File: config.mk
export PLATFORM = sky130hd
export DESIGN_NAME = wav_chunk_parser_flat
export DESIGN_NICKNAME = d
export VERILOG_FILES = /design/src/hdl/wcp_pkg.sv /design/src/hdl/wcp_in_if.sv /design/src/hdl/wcp_out_if.sv /design/src/hdl/wcp_core.sv /design/src/hdl/wcp_out_fifo.sv /design/src/hdl/wav_chunk_parser.sv /design/src/flat_wrapper.sv
export SDC_FILE = /design/constraint.sdc
export NUM_CORES = 1
export LEC_CHECK = 0
export BUFFER_PORTS_ARGS = -buffer_cell sky130_fd_sc_hd__buf_4
export CAP_MARGIN = 30
export CELL_PAD_IN_SITES_DETAIL_PLACEMENT = 0
export CELL_PAD_IN_SITES_GLOBAL_PLACEMENT = 1
export CORE_UTILIZATION = 35
export DETAILED_ROUTE_END_ITERATION = 12
export PLACE_DENSITY_LB_ADDON = 0.1
export SETUP_SLACK_MARGIN = 0.15
export SLEW_MARGIN = 10
export SYNTH_ARGS = -nofsm -noshare
export SYNTH_HDL_FRONTEND = slang
export SYNTH_SLANG_ARGS = --single-unit
File: constraint.sdc
create_clock -name clk_i -period 3 [get_ports clk_i]
set_input_delay 0.15 -clock clk_i [delete_from_list [all_inputs] [get_ports clk_i]]
set_output_delay 0.15 -clock clk_i [all_outputs]
set_load 0.01 [all_outputs]
File: src/hdl/wcp_pkg.sv
// wcp_pkg: types, codes and constants of the wav chunk parser
// no dependencies; imported by every module of the block
`default_nettype none

package wcp_pkg;

  localparam int unsigned HEADER_BYTES = 12;
  localparam int unsigned TAG_BYTES    = 4;
  localparam int unsigned FMT_BODY     = 16;

  localparam logic [31:0] TAG_FMT  = 32'h666D7420;
  localparam logic [31:0] TAG_DATA = 32'h64617461;

  localparam logic KIND_DATA    = 1'b0;
  localparam logic KIND_SUMMARY = 1'b1;

  localparam logic [1:0] STATUS_OK          = 2'd0;
  localparam logic [1:0] STATUS_MISSING     = 2'd1;
  localparam logic [1:0] STATUS_UNSUPPORTED = 2'd2;

  localparam logic [1:0] CLASS_MONO8    = 2'd0;
  localparam logic [1:0] CLASS_MONO16   = 2'd1;
  localparam logic [1:0] CLASS_STEREO8  = 2'd2;
  localparam logic [1:0] CLASS_STEREO16 = 2'd3;

  typedef enum logic [2:0] {
    PH_HEADER = 3'd0,
    PH_TAG    = 3'd1,
    PH_LEN    = 3'd2,
    PH_FMT    = 3'd3,
    PH_SKIP   = 3'd4,
    PH_DATA   = 3'd5,
    PH_DONE   = 3'd6
  } wcp_phase_e;

  typedef struct packed {
    logic        kind;
    logic [7:0]  sample_byte;
    logic [1:0]  status;
    logic [1:0]  format_class;
    logic [15:0] channel_count;
    logic [15:0] sample_bits;
    logic [31:0] sample_rate;
    logic [31:0] data_length;
    logic        last;
  } wcp_result_t;

  typedef struct packed {
    logic        data_vld;
    logic        sum_vld;
    wcp_result_t data_item;
    wcp_result_t sum_item;
  } wcp_push_t;

endpackage

`default_nettype wire

File: src/hdl/wcp_in_if.sv
// wcp_in_if: byte input channel of the wav chunk parser
// no dependencies
`default_nettype none

interface wcp_in_if;
  logic       valid;
  logic       ready;
  logic [7:0] in_byte;
  logic       end_of_file;

  modport source (output valid, output in_byte, output end_of_file, input ready);
  modport sink (input valid, input in_byte, input end_of_file, output ready);
endinterface

`default_nettype wire

File: src/hdl/wcp_out_if.sv
// wcp_out_if: result channel of the wav chunk parser
// no dependencies
`default_nettype none

interface wcp_out_if;
  logic        valid;
  logic        ready;
  logic        kind;
  logic [7:0]  sample_byte;
  logic [1:0]  status;
  logic [1:0]  format_class;
  logic [15:0] channel_count;
  logic [15:0] sample_bits;
  logic [31:0] sample_rate;
  logic [31:0] data_length;
  logic        last;

  modport source (output valid, output kind, output sample_byte, output status,
                  output format_class, output channel_count, output sample_bits,
                  output sample_rate, output data_length, output last, input ready);
  modport sink (input valid, input kind, input sample_byte, input status,
                input format_class, input channel_count, input sample_bits,
                input sample_rate, input data_length, input last, output ready);
endinterface

`default_nettype wire

File: src/hdl/wcp_core.sv
// wcp_core: chunk walker state and per-byte result generation
// depends on wcp_pkg
`default_nettype none

module wcp_core import wcp_pkg::*; (
  input  wire logic       clk_i,
  input  wire logic       rst_ni,
  input  wire logic       accept_i,
  input  wire logic [7:0] in_byte_i,
  input  wire logic       end_of_file_i,
  output wcp_push_t       push_o
);

  wcp_phase_e  phase_q, phase_d;
  logic [3:0]  cnt_q, cnt_d;
  logic [31:0] tag_q, tag_d;
  logic [31:0] rem_q, rem_d;
  logic [15:0] chan_q, chan_d;
  logic [31:0] rate_q, rate_d;
  logic [15:0] bits_q, bits_d;
  logic [31:0] total_q, total_d;
  logic        fmt_q, fmt_d;
  logic        data_q, data_d;

  logic        done;
  logic        emit_data;
  logic        emit_sum;
  logic [1:0]  status;
  logic [1:0]  fclass;
  logic [31:0] rem_len;

  always_comb begin
    phase_d   = phase_q;
    cnt_d     = cnt_q;
    tag_d     = tag_q;
    rem_d     = rem_q;
    chan_d    = chan_q;
    rate_d    = rate_q;
    bits_d    = bits_q;
    total_d   = total_q;
    fmt_d     = fmt_q;
    data_d    = data_q;
    done      = 1'b0;
    emit_data = 1'b0;
    rem_len   = rem_q;

    unique case (phase_q)
      PH_HEADER: begin
        cnt_d = cnt_q + 4'd1;
        if (cnt_q == 4'(HEADER_BYTES - 1)) begin
          phase_d = PH_TAG;
          cnt_d   = '0;
        end
      end
      PH_TAG: begin
        tag_d = {tag_q[23:0], in_byte_i};
        cnt_d = cnt_q + 4'd1;
        if (cnt_q == 4'(TAG_BYTES - 1)) begin
          phase_d = PH_LEN;
          cnt_d   = '0;
          rem_d   = '0;
        end
      end
      PH_LEN: begin
        case (cnt_q[1:0])
          2'd0:    rem_len[7:0]   = in_byte_i;
          2'd1:    rem_len[15:8]  = in_byte_i;
          2'd2:    rem_len[23:16] = in_byte_i;
          default: rem_len[31:24] = in_byte_i;
        endcase
        rem_d = rem_len;
        cnt_d = cnt_q + 4'd1;
        if (cnt_q == 4'(TAG_BYTES - 1)) begin
          cnt_d = '0;
          if (tag_q == TAG_FMT) begin
            fmt_d   = 1'b1;
            phase_d = PH_FMT;
          end else if (tag_q == TAG_DATA) begin
            data_d  = 1'b1;
            total_d = rem_len;
            if (rem_len != '0) phase_d = PH_DATA;
            else               done    = 1'b1;
          end else begin
            if (rem_len != '0) phase_d = PH_SKIP;
            else               done    = 1'b1;
          end
        end
      end
      PH_FMT: begin
        case (cnt_q)
          4'd2:    chan_d[7:0]   = in_byte_i;
          4'd3:    chan_d[15:8]  = in_byte_i;
          4'd4:    rate_d[7:0]   = in_byte_i;
          4'd5:    rate_d[15:8]  = in_byte_i;
          4'd6:    rate_d[23:16] = in_byte_i;
          4'd7:    rate_d[31:24] = in_byte_i;
          4'd14:   bits_d[7:0]   = in_byte_i;
          4'd15:   bits_d[15:8]  = in_byte_i;
          default: ;
        endcase
        cnt_d = cnt_q + 4'd1;
        if (cnt_q == 4'(FMT_BODY - 1)) begin
          cnt_d = '0;
          rem_d = (rem_q > 32'(FMT_BODY)) ? rem_q - 32'(FMT_BODY) : '0;
          if (rem_q > 32'(FMT_BODY)) phase_d = PH_SKIP;
          else                       done    = 1'b1;
        end
      end
      PH_SKIP: begin
        rem_d = rem_q - 32'd1;
        if (rem_q == 32'd1) done = 1'b1;
      end
      PH_DATA: begin
        emit_data = 1'b1;
        rem_d     = rem_q - 32'd1;
        if (rem_q == 32'd1) done = 1'b1;
      end
      PH_DONE: ;
      default: phase_d = PH_DONE;
    endcase

    // chunk end: finish when both chunks are known, else look for the next tag
    if (done && !(fmt_d && data_d)) begin
      done    = 1'b0;
      phase_d = PH_TAG;
      cnt_d   = '0;
    end

    emit_sum = 1'b0;
    if (phase_q != PH_DONE && phase_q <= PH_DATA && (done || end_of_file_i)) begin
      emit_sum = 1'b1;
      phase_d  = PH_DONE;
    end
  end

  always_comb begin
    status = STATUS_UNSUPPORTED;
    fclass = CLASS_MONO8;
    if (!fmt_d || !data_d) begin
      status = STATUS_MISSING;
    end else if (chan_d == 16'd1 && bits_d == 16'd8) begin
      status = STATUS_OK;
      fclass = CLASS_MONO8;
    end else if (chan_d == 16'd1 && bits_d == 16'd16) begin
      status = STATUS_OK;
      fclass = CLASS_MONO16;
    end else if (chan_d == 16'd2 && bits_d == 16'd8) begin
      status = STATUS_OK;
      fclass = CLASS_STEREO8;
    end else if (chan_d == 16'd2 && bits_d == 16'd16) begin
      status = STATUS_OK;
      fclass = CLASS_STEREO16;
    end
  end

  always_comb begin
    push_o                        = '0;
    push_o.data_vld               = accept_i && emit_data;
    push_o.sum_vld                = accept_i && emit_sum;
    push_o.data_item.kind         = KIND_DATA;
    push_o.data_item.sample_byte  = in_byte_i;
    push_o.sum_item.kind          = KIND_SUMMARY;
    push_o.sum_item.status        = status;
    push_o.sum_item.format_class  = fclass;
    push_o.sum_item.channel_count = chan_d;
    push_o.sum_item.sample_bits   = bits_d;
    push_o.sum_item.sample_rate   = rate_d;
    push_o.sum_item.data_length   = total_d;
    push_o.sum_item.last          = 1'b1;
  end

  always_ff @(posedge clk_i or negedge rst_ni) begin
    if (!rst_ni) begin
      phase_q <= PH_HEADER;
      cnt_q   <= '0;
      tag_q   <= '0;
      rem_q   <= '0;
      chan_q  <= '0;
      rate_q  <= '0;
      bits_q  <= '0;
      total_q <= '0;
      fmt_q   <= 1'b0;
      data_q  <= 1'b0;
    end else if (accept_i) begin
      phase_q <= phase_d;
      cnt_q   <= cnt_d;
      tag_q   <= tag_d;
      rem_q   <= rem_d;
      chan_q  <= chan_d;
      rate_q  <= rate_d;
      bits_q  <= bits_d;
      total_q <= total_d;
      fmt_q   <= fmt_d;
      data_q  <= data_d;
    end
  end

  // the run ends once and stays ended
  assert property (@(posedge clk_i) disable iff (!rst_ni)
    phase_q == PH_DONE |=> phase_q == PH_DONE)
    else $error("parser left the done phase");

  assert property (@(posedge clk_i) disable iff (!rst_ni)
    push_o.sum_vld |=> phase_q == PH_DONE)
    else $error("summary without ending the run");

  assert property (@(posedge clk_i) disable iff (!rst_ni)
    push_o.data_vld |-> phase_q == PH_DATA && rem_q != '0)
    else $error("data byte outside a data chunk");

  assert property (@(posedge clk_i) disable iff (!rst_ni)
    (phase_q == PH_SKIP || phase_q == PH_DATA) |-> rem_q != '0)
    else $error("empty chunk body still being walked");

endmodule

`default_nettype wire

File: src/hdl/wcp_out_fifo.sv
// wcp_out_fifo: three-entry result queue, takes up to two results per cycle
// depends on wcp_pkg
`default_nettype none

module wcp_out_fifo import wcp_pkg::*; (
  input  wire logic  clk_i,
  input  wire logic  rst_ni,
  input  wire wcp_push_t push_i,
  output logic       room_o,
  output logic       valid_o,
  input  wire logic  ready_i,
  output wcp_result_t head_o
);

  wcp_result_t ent_q [3];
  wcp_result_t ent_d [3];
  logic [1:0]  cnt_q, cnt_d;
  logic        pop;

  assign pop     = valid_o && ready_i;
  assign valid_o = cnt_q != 2'd0;
  assign room_o  = cnt_q <= 2'd1;
  assign head_o  = ent_q[0];

  always_comb begin
    ent_d = ent_q;
    cnt_d = cnt_q;
    if (pop) begin
      ent_d[0] = ent_q[1];
      ent_d[1] = ent_q[2];
      cnt_d    = cnt_q - 2'd1;
    end
    if (push_i.data_vld) begin
      ent_d[cnt_d] = push_i.data_item;
      cnt_d        = cnt_d + 2'd1;
    end
    if (push_i.sum_vld) begin
      ent_d[cnt_d] = push_i.sum_item;
      cnt_d        = cnt_d + 2'd1;
    end
  end

  always_ff @(posedge clk_i or negedge rst_ni) begin
    if (!rst_ni) begin
      cnt_q <= '0;
    end else begin
      cnt_q <= cnt_d;
    end
  end

  always_ff @(posedge clk_i) begin
    ent_q <= ent_d;
  end

  assert property (@(posedge clk_i) disable iff (!rst_ni)
    cnt_q != 2'd3 || !(push_i.data_vld || push_i.sum_vld))
    else $error("push into a full result queue");

  assert property (@(posedge clk_i) disable iff (!rst_ni)
    (push_i.data_vld && push_i.sum_vld) |-> cnt_q <= 2'd1)
    else $error("result pair without room for two");

  assert property (@(posedge clk_i) disable iff (!rst_ni)
    (valid_o && !ready_i && !push_i.data_vld && !push_i.sum_vld) |=> $stable(cnt_q))
    else $error("queue depth changed while stalled");

endmodule

`default_nettype wire

File: src/hdl/wav_chunk_parser.sv
// wav_chunk_parser: RIFF/WAVE chunk walker, one file byte per transaction
// depends on wcp_pkg, wcp_in_if, wcp_out_if, wcp_core, wcp_out_fifo
//
// usage
//   in_i  : valid/ready channel, one file byte per transaction plus end_of_file
//           on the last byte. the 12-byte riff header is skipped, then chunks
//           are walked by tag and little-endian length.
//   out_o : valid/ready channel of results. kind 0 carries one byte of the
//           data chunk, kind 1 (last set) is the summary with status, format
//           class and the fmt fields. the summary ends the run; later input
//           bytes are taken and dropped until reset.
//   queueing: each result is written into the queue and presented from it, behind
//           any results already queued. one byte per cycle while in_i.ready is
//           high; the byte whose transaction both passes the final data byte and
//           ends the run gives two results, queued together, data byte first.
//   stalls: results go to a three-entry queue; in_i.ready is high while the
//           queue holds at most one result, so one pending result never
//           blocks input and a stalled receiver fills the queue and then
//           stops input.
//   reset: rst_ni low clears the queue and puts the walker at the start of
//           the header, with all fields and flags at zero.
`default_nettype none

module wav_chunk_parser import wcp_pkg::*; (
  input  wire logic  clk_i,
  input  wire logic  rst_ni,
  wcp_in_if.sink     in_i,
  wcp_out_if.source  out_o
);

  wcp_push_t   push;
  wcp_result_t head;
  logic        room;
  logic        accept;

  assign in_i.ready = room;
  assign accept     = in_i.valid && room;

  wcp_core u_core (
    .clk_i         (clk_i),
    .rst_ni        (rst_ni),
    .accept_i      (accept),
    .in_byte_i     (in_i.in_byte),
    .end_of_file_i (in_i.end_of_file),
    .push_o        (push)
  );

  wcp_out_fifo u_fifo (
    .clk_i   (clk_i),
    .rst_ni  (rst_ni),
    .push_i  (push),
    .room_o  (room),
    .valid_o (out_o.valid),
    .ready_i (out_o.ready),
    .head_o  (head)
  );

  assign out_o.kind          = head.kind;
  assign out_o.sample_byte   = head.sample_byte;
  assign out_o.status        = head.status;
  assign out_o.format_class  = head.format_class;
  assign out_o.channel_count = head.channel_count;
  assign out_o.sample_bits   = head.sample_bits;
  assign out_o.sample_rate   = head.sample_rate;
  assign out_o.data_length   = head.data_length;
  assign out_o.last          = head.last;

endmodule

`default_nettype wire
File: src/flat_wrapper.sv
// flat-port wrapper written by rule: the top's interface ports become plain ports
module wav_chunk_parser_flat import wcp_pkg::*;
  (clk_i, rst_ni, in_i_valid, in_i_in_byte, in_i_end_of_file, in_i_ready, out_o_valid, out_o_kind, out_o_sample_byte, out_o_status, out_o_format_class, out_o_channel_count, out_o_sample_bits, out_o_sample_rate, out_o_data_length, out_o_last, out_o_ready);
  wcp_in_if in_i_i ();
  wcp_out_if out_o_i ();
  input  wire logic clk_i;
  input  wire logic rst_ni;
  input wire logic [$bits(in_i_i.valid)-1:0] in_i_valid;
  input wire logic [$bits(in_i_i.in_byte)-1:0] in_i_in_byte;
  input wire logic [$bits(in_i_i.end_of_file)-1:0] in_i_end_of_file;
  output wire logic [$bits(in_i_i.ready)-1:0] in_i_ready;
  output wire logic [$bits(out_o_i.valid)-1:0] out_o_valid;
  output wire logic [$bits(out_o_i.kind)-1:0] out_o_kind;
  output wire logic [$bits(out_o_i.sample_byte)-1:0] out_o_sample_byte;
  output wire logic [$bits(out_o_i.status)-1:0] out_o_status;
  output wire logic [$bits(out_o_i.format_class)-1:0] out_o_format_class;
  output wire logic [$bits(out_o_i.channel_count)-1:0] out_o_channel_count;
  output wire logic [$bits(out_o_i.sample_bits)-1:0] out_o_sample_bits;
  output wire logic [$bits(out_o_i.sample_rate)-1:0] out_o_sample_rate;
  output wire logic [$bits(out_o_i.data_length)-1:0] out_o_data_length;
  output wire logic [$bits(out_o_i.last)-1:0] out_o_last;
  input wire logic [$bits(out_o_i.ready)-1:0] out_o_ready;
  assign in_i_i.valid = in_i_valid;
  assign in_i_i.in_byte = in_i_in_byte;
  assign in_i_i.end_of_file = in_i_end_of_file;
  assign in_i_ready = in_i_i.ready;
  assign out_o_valid = out_o_i.valid;
  assign out_o_kind = out_o_i.kind;
  assign out_o_sample_byte = out_o_i.sample_byte;
  assign out_o_status = out_o_i.status;
  assign out_o_format_class = out_o_i.format_class;
  assign out_o_channel_count = out_o_i.channel_count;
  assign out_o_sample_bits = out_o_i.sample_bits;
  assign out_o_sample_rate = out_o_i.sample_rate;
  assign out_o_data_length = out_o_i.data_length;
  assign out_o_last = out_o_i.last;
  assign out_o_i.ready = out_o_ready;
  wav_chunk_parser u_core (.clk_i(clk_i), .rst_ni(rst_ni), .in_i(in_i_i), .out_o(out_o_i));
endmodule
==> metrics.txt, run 1 <==
# TYPE chip_impl_metric gauge
chip_impl_info{name="status",value="complete, but fails checks"} 1
chip_impl_info{name="failed_checks",value="setup timing"} 1
chip_impl_info{name="end_kind",value="flip-flop"} 1
chip_impl_info{name="timing.critical_path.cells",value="inv_2, ha_4, mux2i_4, nand4_1, or4_4, nor4_4, a211o_4, buf_4, nand3_4, buf_12, buf_12, mux2_4"} 1
chip_impl_metric{name="synth_edf_count",unit=""} 0
chip_impl_metric{name="critical_path_required",unit="ps"} 3510
chip_impl_metric{name="wire_per_inst",unit="um"} 20.55
chip_impl_metric{name="final-hold-violation-count",unit=""} 0
chip_impl_metric{name="switching_power",unit="mW"} 7.849
chip_impl_metric{name="clk_pin_slew",unit="ps"} 60
chip_impl_metric{name="timing.final.max_slew_violations",unit=""} 0
chip_impl_metric{name="switching_share_of_power",unit="%"} 35.76
chip_impl_metric{name="cell_total_after_placement",unit=""} 3837
chip_impl_info{name="criticalPathCategory",value="reg -> reg"} 1
chip_impl_metric{name="syn_to_final_growth",unit="%"} 19.22
chip_impl_metric{name="yosysSeqAreaShare",unit="%"} 41.54
chip_impl_metric{name="clkLatencyLatePin",unit="ps"} 640
chip_impl_metric{name="seq_power_share",unit="%"} 33.5
chip_impl_metric{name="die_w",unit="um"} 275.6
chip_impl_metric{name="post_synth_num_cell_types",unit=""} 77
chip_impl_metric{name="clock_sinks",unit=""} 501
chip_impl_metric{name="remaining_design_rule_violation_count",unit=""} 0
chip_impl_metric{name="post-route-util",unit="%"} 42.53
chip_impl_metric{name="core_region_area",unit="sq um"} 73450
chip_impl_metric{name="worstMarginPinSlew",unit="ps"} 842.6
chip_impl_metric{name="p_per_area",unit="nW/um^2"} 702.7
chip_impl_metric{name="post_synth_fa_ha_maj_area_fraction",unit="%"} 0.8118
chip_impl_metric{name="timing.fmax",unit="GHz"} 0.3085
chip_impl_metric{name="clockPowerShare",unit="%"} 33.1
chip_impl_metric{name="slew_headroom",unit="%"} 43.83
chip_impl_metric{name="detailedPlacementHpwl",unit="um"} 53030
chip_impl_metric{name="setup-tns-final",unit="ps"} -48350
chip_impl_metric{name="drt_wl_total",unit="um"} 81970
chip_impl_metric{name="post-synth-top-area-fraction",unit="%"} 25.21
chip_impl_info{name="unrepaired_setup_endpoints_after_global_routing",value="yes"} 1
chip_impl_metric{name="dr_vias_cell",unit=""} 5.157
chip_impl_metric{name="grt_antenna_before_repair",unit=""} 1
chip_impl_info{name="timing.hold.worst.class",value="in -> reg"} 1
chip_impl_metric{name="vdd_drop_max",unit="mV"} 0.4414
chip_impl_metric{name="antenna_violation_net_count_after_detailed_routing",unit=""} 0
chip_impl_metric{name="synth_area_in_compound_gates",unit="%"} 12.27
chip_impl_metric{name="critical-path-max-stage-delay",unit="ps"} 560
chip_impl_info{name="post-synth-top-area-cell",value="sky130_fd_sc_hd__dfxtp_1"} 1
chip_impl_info{name="synth_top_family_by_area",value="multiplexers"} 1
chip_impl_metric{name="rows",unit=""} 99
chip_impl_metric{name="static_leak",unit="nW"} 14.53
chip_impl_info{name="most_common_cell_in_the_netlist",value="sky130_fd_sc_hd__nand2_1"} 1
chip_impl_info{name="cp_max_stage_cell",value="sky130_fd_sc_hd__or4_4"} 1
chip_impl_metric{name="finalWeightedCongestion",unit=""} 0.9156
chip_impl_metric{name="detailed_routing_iterations_pass_1",unit=""} 5
chip_impl_metric{name="fillerInstances",unit=""} 7265
chip_impl_metric{name="synth.mux.area_fraction",unit="%"} 22.02
chip_impl_metric{name="ctsHtreeMaxLevel",unit=""} 2
chip_impl_info{name="worst_path_most_repeated_cell",value="sky130_fd_sc_hd__buf_12"} 1
chip_impl_info{name="clk_root_buf",value="sky130_fd_sc_hd__clkbuf_16"} 1
chip_impl_metric{name="post_synth.cell_area_avg",unit="sq um"} 9.098
chip_impl_metric{name="synth_cells",unit=""} 2880
chip_impl_metric{name="gr-total-overflow",unit=""} 0
chip_impl_metric{name="diodes",unit=""} 0
chip_impl_metric{name="worst_ep_arrival_time",unit="ps"} 3750
chip_impl_metric{name="detailroute.via_count",unit=""} 20570
chip_impl_metric{name="critPathMaxFanout",unit=""} 14
chip_impl_info{name="post_synth_main_area_contributors",value="sky130_fd_sc_hd__dfxtp_1 (25%), sky130_fd_sc_hd__dfrtp_1 (16%), sky130_fd_sc_hd__nand2_1 (11%), sky130_fd_sc_hd__mux2_4 (10%), sky130_fd_sc_hd__mux2i_1 (6.3%)"} 1
chip_impl_metric{name="largest_net_degree_at_the_start_of_global_routing",unit=""} 115
chip_impl_metric{name="die_area",unit="sq um"} 75960
chip_impl_metric{name="setup_viol_count_final",unit=""} 319
chip_impl_metric{name="final_period_minus_worst_setup_slack",unit="ps"} 3242
chip_impl_metric{name="layout.cells.non_filler",unit=""} 3989
chip_impl_info{name="cts_tree",value="yes"} 1
chip_impl_metric{name="synth_xor_xnor_area_share",unit="%"} 0.2674
chip_impl_metric{name="mappedNetlistArea",unit="sq um"} 26200
chip_impl_metric{name="die_height",unit="um"} 275.6
chip_impl_info{name="worst_setup_path_start_kind",value="flip-flop"} 1
chip_impl_metric{name="share_of_synthesized_cell_area_in_and_or_nand_and_nor_gates",unit="%"} 15.77
chip_impl_metric{name="post_synth_arst_share",unit="%"} 34.13
chip_impl_info{name="ys_dominant_reg_cell",value="sky130_fd_sc_hd__dfxtp_1"} 1
chip_impl_metric{name="synth.net_count",unit=""} 2910
chip_impl_metric{name="clock-skew-final",unit="ps"} 27.65
chip_impl_metric{name="cts_max_path_buffers",unit=""} 3
chip_impl_metric{name="drt_iter0_drc",unit=""} 1273
chip_impl_metric{name="postLayoutSetupSlackWorst",unit="ps"} -241.5
chip_impl_metric{name="buffer_ports.inserted",unit=""} 124
chip_impl_metric{name="grt_usage",unit="%"} 21.22
chip_impl_metric{name="power_report.internal_total",unit="mW"} 14.10
chip_impl_metric{name="design.portCount",unit=""} 125
chip_impl_metric{name="start_util",unit="%"} 35.67
chip_impl_metric{name="ys_warn_count",unit=""} 0
chip_impl_metric{name="fin_total_pwr",unit="mW"} 21.95
chip_impl_metric{name="first_global_vias",unit=""} 20570
chip_impl_metric{name="final_nets",unit=""} 3008
chip_impl_metric{name="yosys_register_bits",unit=""} 501
chip_impl_metric{name="comb_power_share",unit="%"} 33.4
chip_impl_metric{name="final.period_utilization",unit="%"} 108.1
chip_impl_metric{name="layout-drive-gt1-share",unit="%"} 24.92
chip_impl_metric{name="drv.max_cap_violation_count",unit=""} 0
chip_impl_info{name="ys_top_cells_by_count",value="sky130_fd_sc_hd__nand2_1 (747), sky130_fd_sc_hd__dfxtp_1 (330), sky130_fd_sc_hd__a21oi_1 (229)"} 1
chip_impl_metric{name="global_route_wire_length_before_repair",unit="um"} 125000
chip_impl_metric{name="numCtsBuffers",unit=""} 60
==> power by group through the flow <==
stage | sequential, mW | combinational [mW] | clock, mW
3_5_place_dp | 7.46 | 7.01 | 0
5_1_grt | 7.39 | 7.92 | 7.76
2_1_floorplan | 7.37 | 3.94 | 0
4_1_cts | 7.33 | 7.22 | 7.49
3_3_place_gp | 7.46 | 7.00 | 0
6_report | 7.35 | 7.34 | 7.26
==> kinds of logic (layout without fill, tap and decap cells) <==
family                   count (synthesis)  in the layout
AND/OR/NAND/NOR                        974            974
AO/OA/AOI/OAI                          558            558
flip-flops                             501            501
multiplexers                           472            472
buffers and inverters                  350            500
adder cells (fa/ha/maj)                 17             17
XOR/XNOR                                 8              8
==> critical path, delay by kind of cell, from the launching register on <==
| kind | cells | cell delay, ps |
|---|---|---|
| buffers and inverters | 4 | 600 |
| adder cells (fa/ha/maj) | 1 | 250 |
| AO/OA/AOI/OAI | 1 | 210 |
| flip-flops | 1 | 420 |
| multiplexers | 2 | 580 |
| AND/OR/NAND/NOR | 4 | 1010 |
==> cell usage in the layout, fill, tap and decap left out, drive strengths merged, types with 23 or more instances in the layout <==
master  netlist  final
mux2        307    307
dfxtp       330    330
o21ai       197    197
buf         161    350
a21oi       229    229
nor2         56     56
nand2       747    747
dfrtp       171    171
nor4         23     23
clkbuf      166    111
mux2i       165    165
inv          22     23
nand3        32     32
and2         40     40
==> repair_timing <==
action / 4_1_cts / 5_1_grt
pin swaps: 3 / 6
hold endpoints to repair: 59 / 0
gates cloned: 4 / 10
hold buffers: 5 / 0
setup endpoints to repair: 332 / 347
buffers inserted: 14 / 4
resized for setup: 35 / 45
==> state kept, by name (all words and copies together) (netlist names) <==
name                   flops
u_core.u_core.tag_q       32
u_core.u_core.rate_q      32
u_core.u_core.chan_q      16
u_core.u_core.total_q     32
u_core.u_fifo.cnt_q        2
u_core.u_core.phase_q      3
u_core.u_core.fmt_q        1
u_core.u_core.data_q       1
u_core.u_core.rem_q       32
u_core.u_fifo.head_o     110
u_core.u_core.bits_q      16
u_core.u_fifo.ent_q      220
u_core.u_core.cnt_q        4
==> through the flow <==
step,hold WS (ps),cell area (sq um),setup slack [ps]
floorplan,-145.6,26250,101.0
global placement,190.7,28380,-210.1
detailed placement,201.5,28380,-283.4
CTS,9.380,30780,-188.0
global route,43.69,31240,-348.9
finish,51.74,31240,-241.5
==> per-layer routing <==
metal  wire length (um)  track usage [%]
met1              39020            29.15
met2              37900            34.76
met3               3205            3.001
met4               1849            5.568
met5                  0                0
==> worst paths after layout <==
check,startpoint,end,slack (ps),cells past startpoint
max,u_core.u_core.cnt_q[0],u_core.u_fifo.head_o[22],-240,12
min,in_i_in_byte[1],u_core.u_fifo.ent_q[102],50,4
max in group asynchronous,rst_ni,u_core.u_core.tag_q[2],2060,3
min in group asynchronous,rst_ni,u_core.u_core.chan_q[4],80,2
max reg2reg,u_core.u_core.cnt_q[0],u_core.u_fifo.head_o[22],-240,12
min reg2reg,u_core.u_fifo.ent_q[0],u_core.u_fifo.ent_q[0],450,2
==> layout make-up <==
class / instances / area [sq um] / share of cell area (%)
clock buffers: 103 / 1858 / 5.948
clock inverters: 11 / 102.6 / 0.3284
inverters: 23 / 86.33 / 0.2764
multi-input cells: 2029 / 13690 / 43.82
flip-flops and latches: 501 / 10890 / 34.85
well taps: 959 / 1200 / 3.841
repair buffers: 363 / 3416 / 10.93
Note: power is estimated with default switching activity, not from simulation.
==> run 2, diff against run 1 <==
- CORE_ASPECT_RATIO: unset -> 1.1
- CTS_CLUSTER_SIZE: unset -> 28
==> run 2 against run 1 <==
Net effect: the flow still finishes with violations (setup timing); combinational power rose by 0.5%; total power decreased by 0.33%; sequential power barely moved; final cell count down 0.43%; non-clock buffer count is 10 lower; first-iteration DRC count down 7.9%; die area hardly changed; routed wire length down 0.78%; final area is 0.93% lower; register-to-register slack improved by 90 ps; clock-buffer cell count fell by 2; largest power group is now combinational cells.
==> metrics.txt, run 2 (synthesized netlist as in run 1, its figures left out) <==
# TYPE chip_impl_metric gauge
chip_impl_metric{name="worstMarginPinSlew",unit="ps"} 961.5
chip_impl_info{name="mostFrequentLayoutCell",value="sky130_fd_sc_hd__nand2_1"} 1
chip_impl_metric{name="p_per_area",unit="nW/um^2"} 707.0
chip_impl_metric{name="largest_register_ff_count",unit=""} 220
chip_impl_metric{name="detailed_routing_iterations_pass_1",unit=""} 5
chip_impl_info{name="worst_setup_path_start_kind",value="flip-flop"} 1
chip_impl_info{name="end_kind",value="flip-flop"} 1
chip_impl_info{name="setup.worst_path.end",value="u_core.u_fifo.ent_q[138]"} 1
chip_impl_metric{name="grt_usage",unit="%"} 21.23
chip_impl_metric{name="design.portCount",unit=""} 125
chip_impl_info{name="r2r-end",value="u_core.u_fifo.ent_q[138]"} 1
chip_impl_metric{name="postLayoutSetupSlackWorst",unit="ps"} -155.1
chip_impl_metric{name="detailroute.via_count",unit=""} 20500
chip_impl_metric{name="layout.cells.non_filler",unit=""} 3972
chip_impl_info{name="status",value="complete, but fails checks"} 1
chip_impl_metric{name="core_region_area",unit="sq um"} 73650
chip_impl_info{name="crit-reg2reg-launch",value="u_core.u_core.cnt_q[1]"} 1
chip_impl_metric{name="drt_wl_total",unit="um"} 81330
chip_impl_metric{name="placement.setup.worst_slack",unit="ps"} -199.1
chip_impl_metric{name="critical_path_required",unit="ps"} 3510
chip_impl_metric{name="ctsHtreeMaxLevel",unit=""} 2
chip_impl_info{name="layout.cells.most_common_list",value="sky130_fd_sc_hd__nand2_1 (744), sky130_fd_sc_hd__dfxtp_1 (330), sky130_fd_sc_hd__buf_4 (300), sky130_fd_sc_hd__a21oi_1 (229), sky130_fd_sc_hd__mux2_4 (180)"} 1
chip_impl_metric{name="start_util",unit="%"} 35.58
chip_impl_metric{name="final_period_minus_worst_setup_slack",unit="ps"} 3155
chip_impl_info{name="failed_checks",value="setup timing"} 1
chip_impl_metric{name="timing.final.max_slew_violations",unit=""} 0
chip_impl_metric{name="finalWeightedCongestion",unit=""} 0.9134
chip_impl_metric{name="final-hold-violation-count",unit=""} 0
chip_impl_metric{name="rows",unit=""} 104
chip_impl_metric{name="setup-tns-final",unit="ps"} -23900
chip_impl_info{name="criticalPathCategory",value="reg -> reg"} 1
chip_impl_metric{name="static_leak",unit="nW"} 14.38
chip_impl_metric{name="largest_net_degree_at_the_start_of_global_routing",unit=""} 148
chip_impl_metric{name="setup_viol_count_final",unit=""} 303
chip_impl_info{name="worstSetupStartpoint",value="u_core.u_core.cnt_q[1]"} 1
chip_impl_metric{name="vdd_drop_max",unit="mV"} 0.5445
chip_impl_info{name="clk_root_buf",value="sky130_fd_sc_hd__clkbuf_16"} 1
chip_impl_metric{name="cell_total_after_placement",unit=""} 3831
chip_impl_metric{name="reg2reg_setup_slack",unit="ps"} -160
chip_impl_metric{name="drv.max_cap_violation_count",unit=""} 0
chip_impl_metric{name="timing.reg2reg.worst_path_depth",unit=""} 11
chip_impl_metric{name="gr-total-overflow",unit=""} 0
chip_impl_metric{name="detailedPlacementHpwl",unit="um"} 52440
chip_impl_metric{name="fin_total_pwr",unit="mW"} 21.88
chip_impl_metric{name="die_area",unit="sq um"} 75960
chip_impl_metric{name="wire_per_inst",unit="um"} 20.48
chip_impl_metric{name="antenna_violation_net_count_after_detailed_routing",unit=""} 0
chip_impl_metric{name="slew_headroom",unit="%"} 35.90
chip_impl_metric{name="grt_antenna_before_repair",unit=""} 0
chip_impl_metric{name="clock_sinks",unit=""} 501
chip_impl_metric{name="die_height",unit="um"} 289.0
chip_impl_metric{name="clock-skew-final",unit="ps"} 34.90
chip_impl_info{name="timing.hold.worst.class",value="in -> async"} 1
chip_impl_info{name="cts_tree",value="yes"} 1
chip_impl_metric{name="layout-drive-gt1-share",unit="%"} 23.93
chip_impl_metric{name="final.period_utilization",unit="%"} 105.2
chip_impl_metric{name="die_w",unit="um"} 262.9
chip_impl_metric{name="cts_max_path_buffers",unit=""} 3
chip_impl_metric{name="dr_vias_cell",unit=""} 5.161
chip_impl_info{name="unrepaired_setup_endpoints_after_global_routing",value="yes"} 1
chip_impl_metric{name="worst_ep_arrival_time",unit="ps"} 3660
chip_impl_metric{name="numCtsBuffers",unit=""} 59
chip_impl_info{name="regMostFlops",value="u_core.u_fifo.ent_q"} 1
chip_impl_metric{name="final_nets",unit=""} 2997
chip_impl_metric{name="clkLatencyLatePin",unit="ps"} 630
chip_impl_metric{name="first_global_vias",unit=""} 20780
chip_impl_metric{name="buffer_ports.inserted",unit=""} 124
chip_impl_metric{name="remaining_design_rule_violation_count",unit=""} 0
chip_impl_metric{name="critPathMaxFanout",unit=""} 33
chip_impl_metric{name="timing.fmax",unit="GHz"} 0.3169
chip_impl_metric{name="drt_iter0_drc",unit=""} 1172
chip_impl_metric{name="global_route_wire_length_before_repair",unit="um"} 126500
chip_impl_metric{name="syn_to_final_growth",unit="%"} 18.11
chip_impl_metric{name="clk_pin_slew",unit="ps"} 60
-- run 2: changes by cell type in the layout (fill, tap and decap cells not counted), moves of 3 or more --
| cell | change |
|---|---|
| sky130_fd_sc_hd__buf_4 | -7 |
| sky130_fd_sc_hd__buf_6 | -4 |
| sky130_fd_sc_hd__buf_8 | +6 |
| sky130_fd_sc_hd__clkbuf_16 | -11 |
| sky130_fd_sc_hd__mux2_1 | +13 |
| sky130_fd_sc_hd__mux2_4 | -13 |
| sky130_fd_sc_hd__mux2i_4 | -3 |
-- run 2: repair_timing --
| item | 4_1_cts | 5_1_grt |
|---|---|---|
| gates cloned | 10 | 0 |
| hold endpoints to repair | 67 | 0 |
| buffers inserted | 14 | 0 |
| gates resized for setup | 48 | 2 |
| pin swaps | 3 | 0 |
| hold buffers | 5 | 0 |
| setup endpoints to repair | 327 | 349 |
-- run 2: area by class of cell --
class / instances / area, sq um
timing repair buffer: 353 / 3288
tap: 954 / 1194
clock buffer: 101 / 1797
antenna: 1 / 2.502
inverter: 23 / 86.33
fill: 7247 / 42700
multi-input combinational: 2029 / 13580
sequential: 501 / 10890
clock inverter: 10 / 118.9
-- run 2: stage by stage --
step	hold slack [ps]	utilization, %	cell area (sq um)
after floorplan	-145.6	-	26250
after global placement	178.2	38.52	28370
after detailed placement	169.3	38.53	28380
after CTS	2.778	42.00	30930
after global routing	55.12	42.02	30950
final	47.49	42.02	30950
-- run 2: power by group --
| part | switching [mW] | total, mW | internal (mW) |
|---|---|---|---|
| logic | 4.51 | 7.38 | 2.87 |
| clock network | 2.96 | 7.18 | 4.21 |
| registers | 0.315 | 7.32 | 7.01 |
| total | 7.78 | 21.9 | 14.1 |
-- run 2: critical path, stage by stage (launching register included) --
cell and delay (ps):
sky130_fd_sc_hd__dfrtp_1 420, sky130_fd_sc_hd__inv_2 130, sky130_fd_sc_hd__ha_4 230, sky130_fd_sc_hd__mux2i_4 270, sky130_fd_sc_hd__nand4_1 110, sky130_fd_sc_hd__or4_4 560, sky130_fd_sc_hd__nor4_4 240, sky130_fd_sc_hd__a211o_4 230
sky130_fd_sc_hd__nand3_4 100, sky130_fd_sc_hd__buf_4 170, sky130_fd_sc_hd__buf_12 180, sky130_fd_sc_hd__mux2_4 330
-- run 2: worst min path at each step --
| stage | end | slack, ps | depth (start not counted) |
|---|---|---|---|
| floorplan | u_core.u_core.bits_q[0] | -150 | 0 |
| global placement | u_core.u_core.chan_q[1] | 180 | 1 |
| detailed placement | u_core.u_core.chan_q[1] | 170 | 1 |
| CTS | u_core.u_fifo.ent_q[96] | 3 | 3 |
| global route | u_core.u_fifo.ent_q[102] | 60 | 4 |
| finish | u_core.u_core.chan_q[1] | 50 | 2 |
-- run 2: metal layers --
layer,vias to the layer above,track usage [%],routed length [um]
met5,-,0,0
met4,0,5.380,1703
met3,104,2.363,2807
met2,411,36.80,39130
met1,10030,28.18,37690
li1,9957,-,-
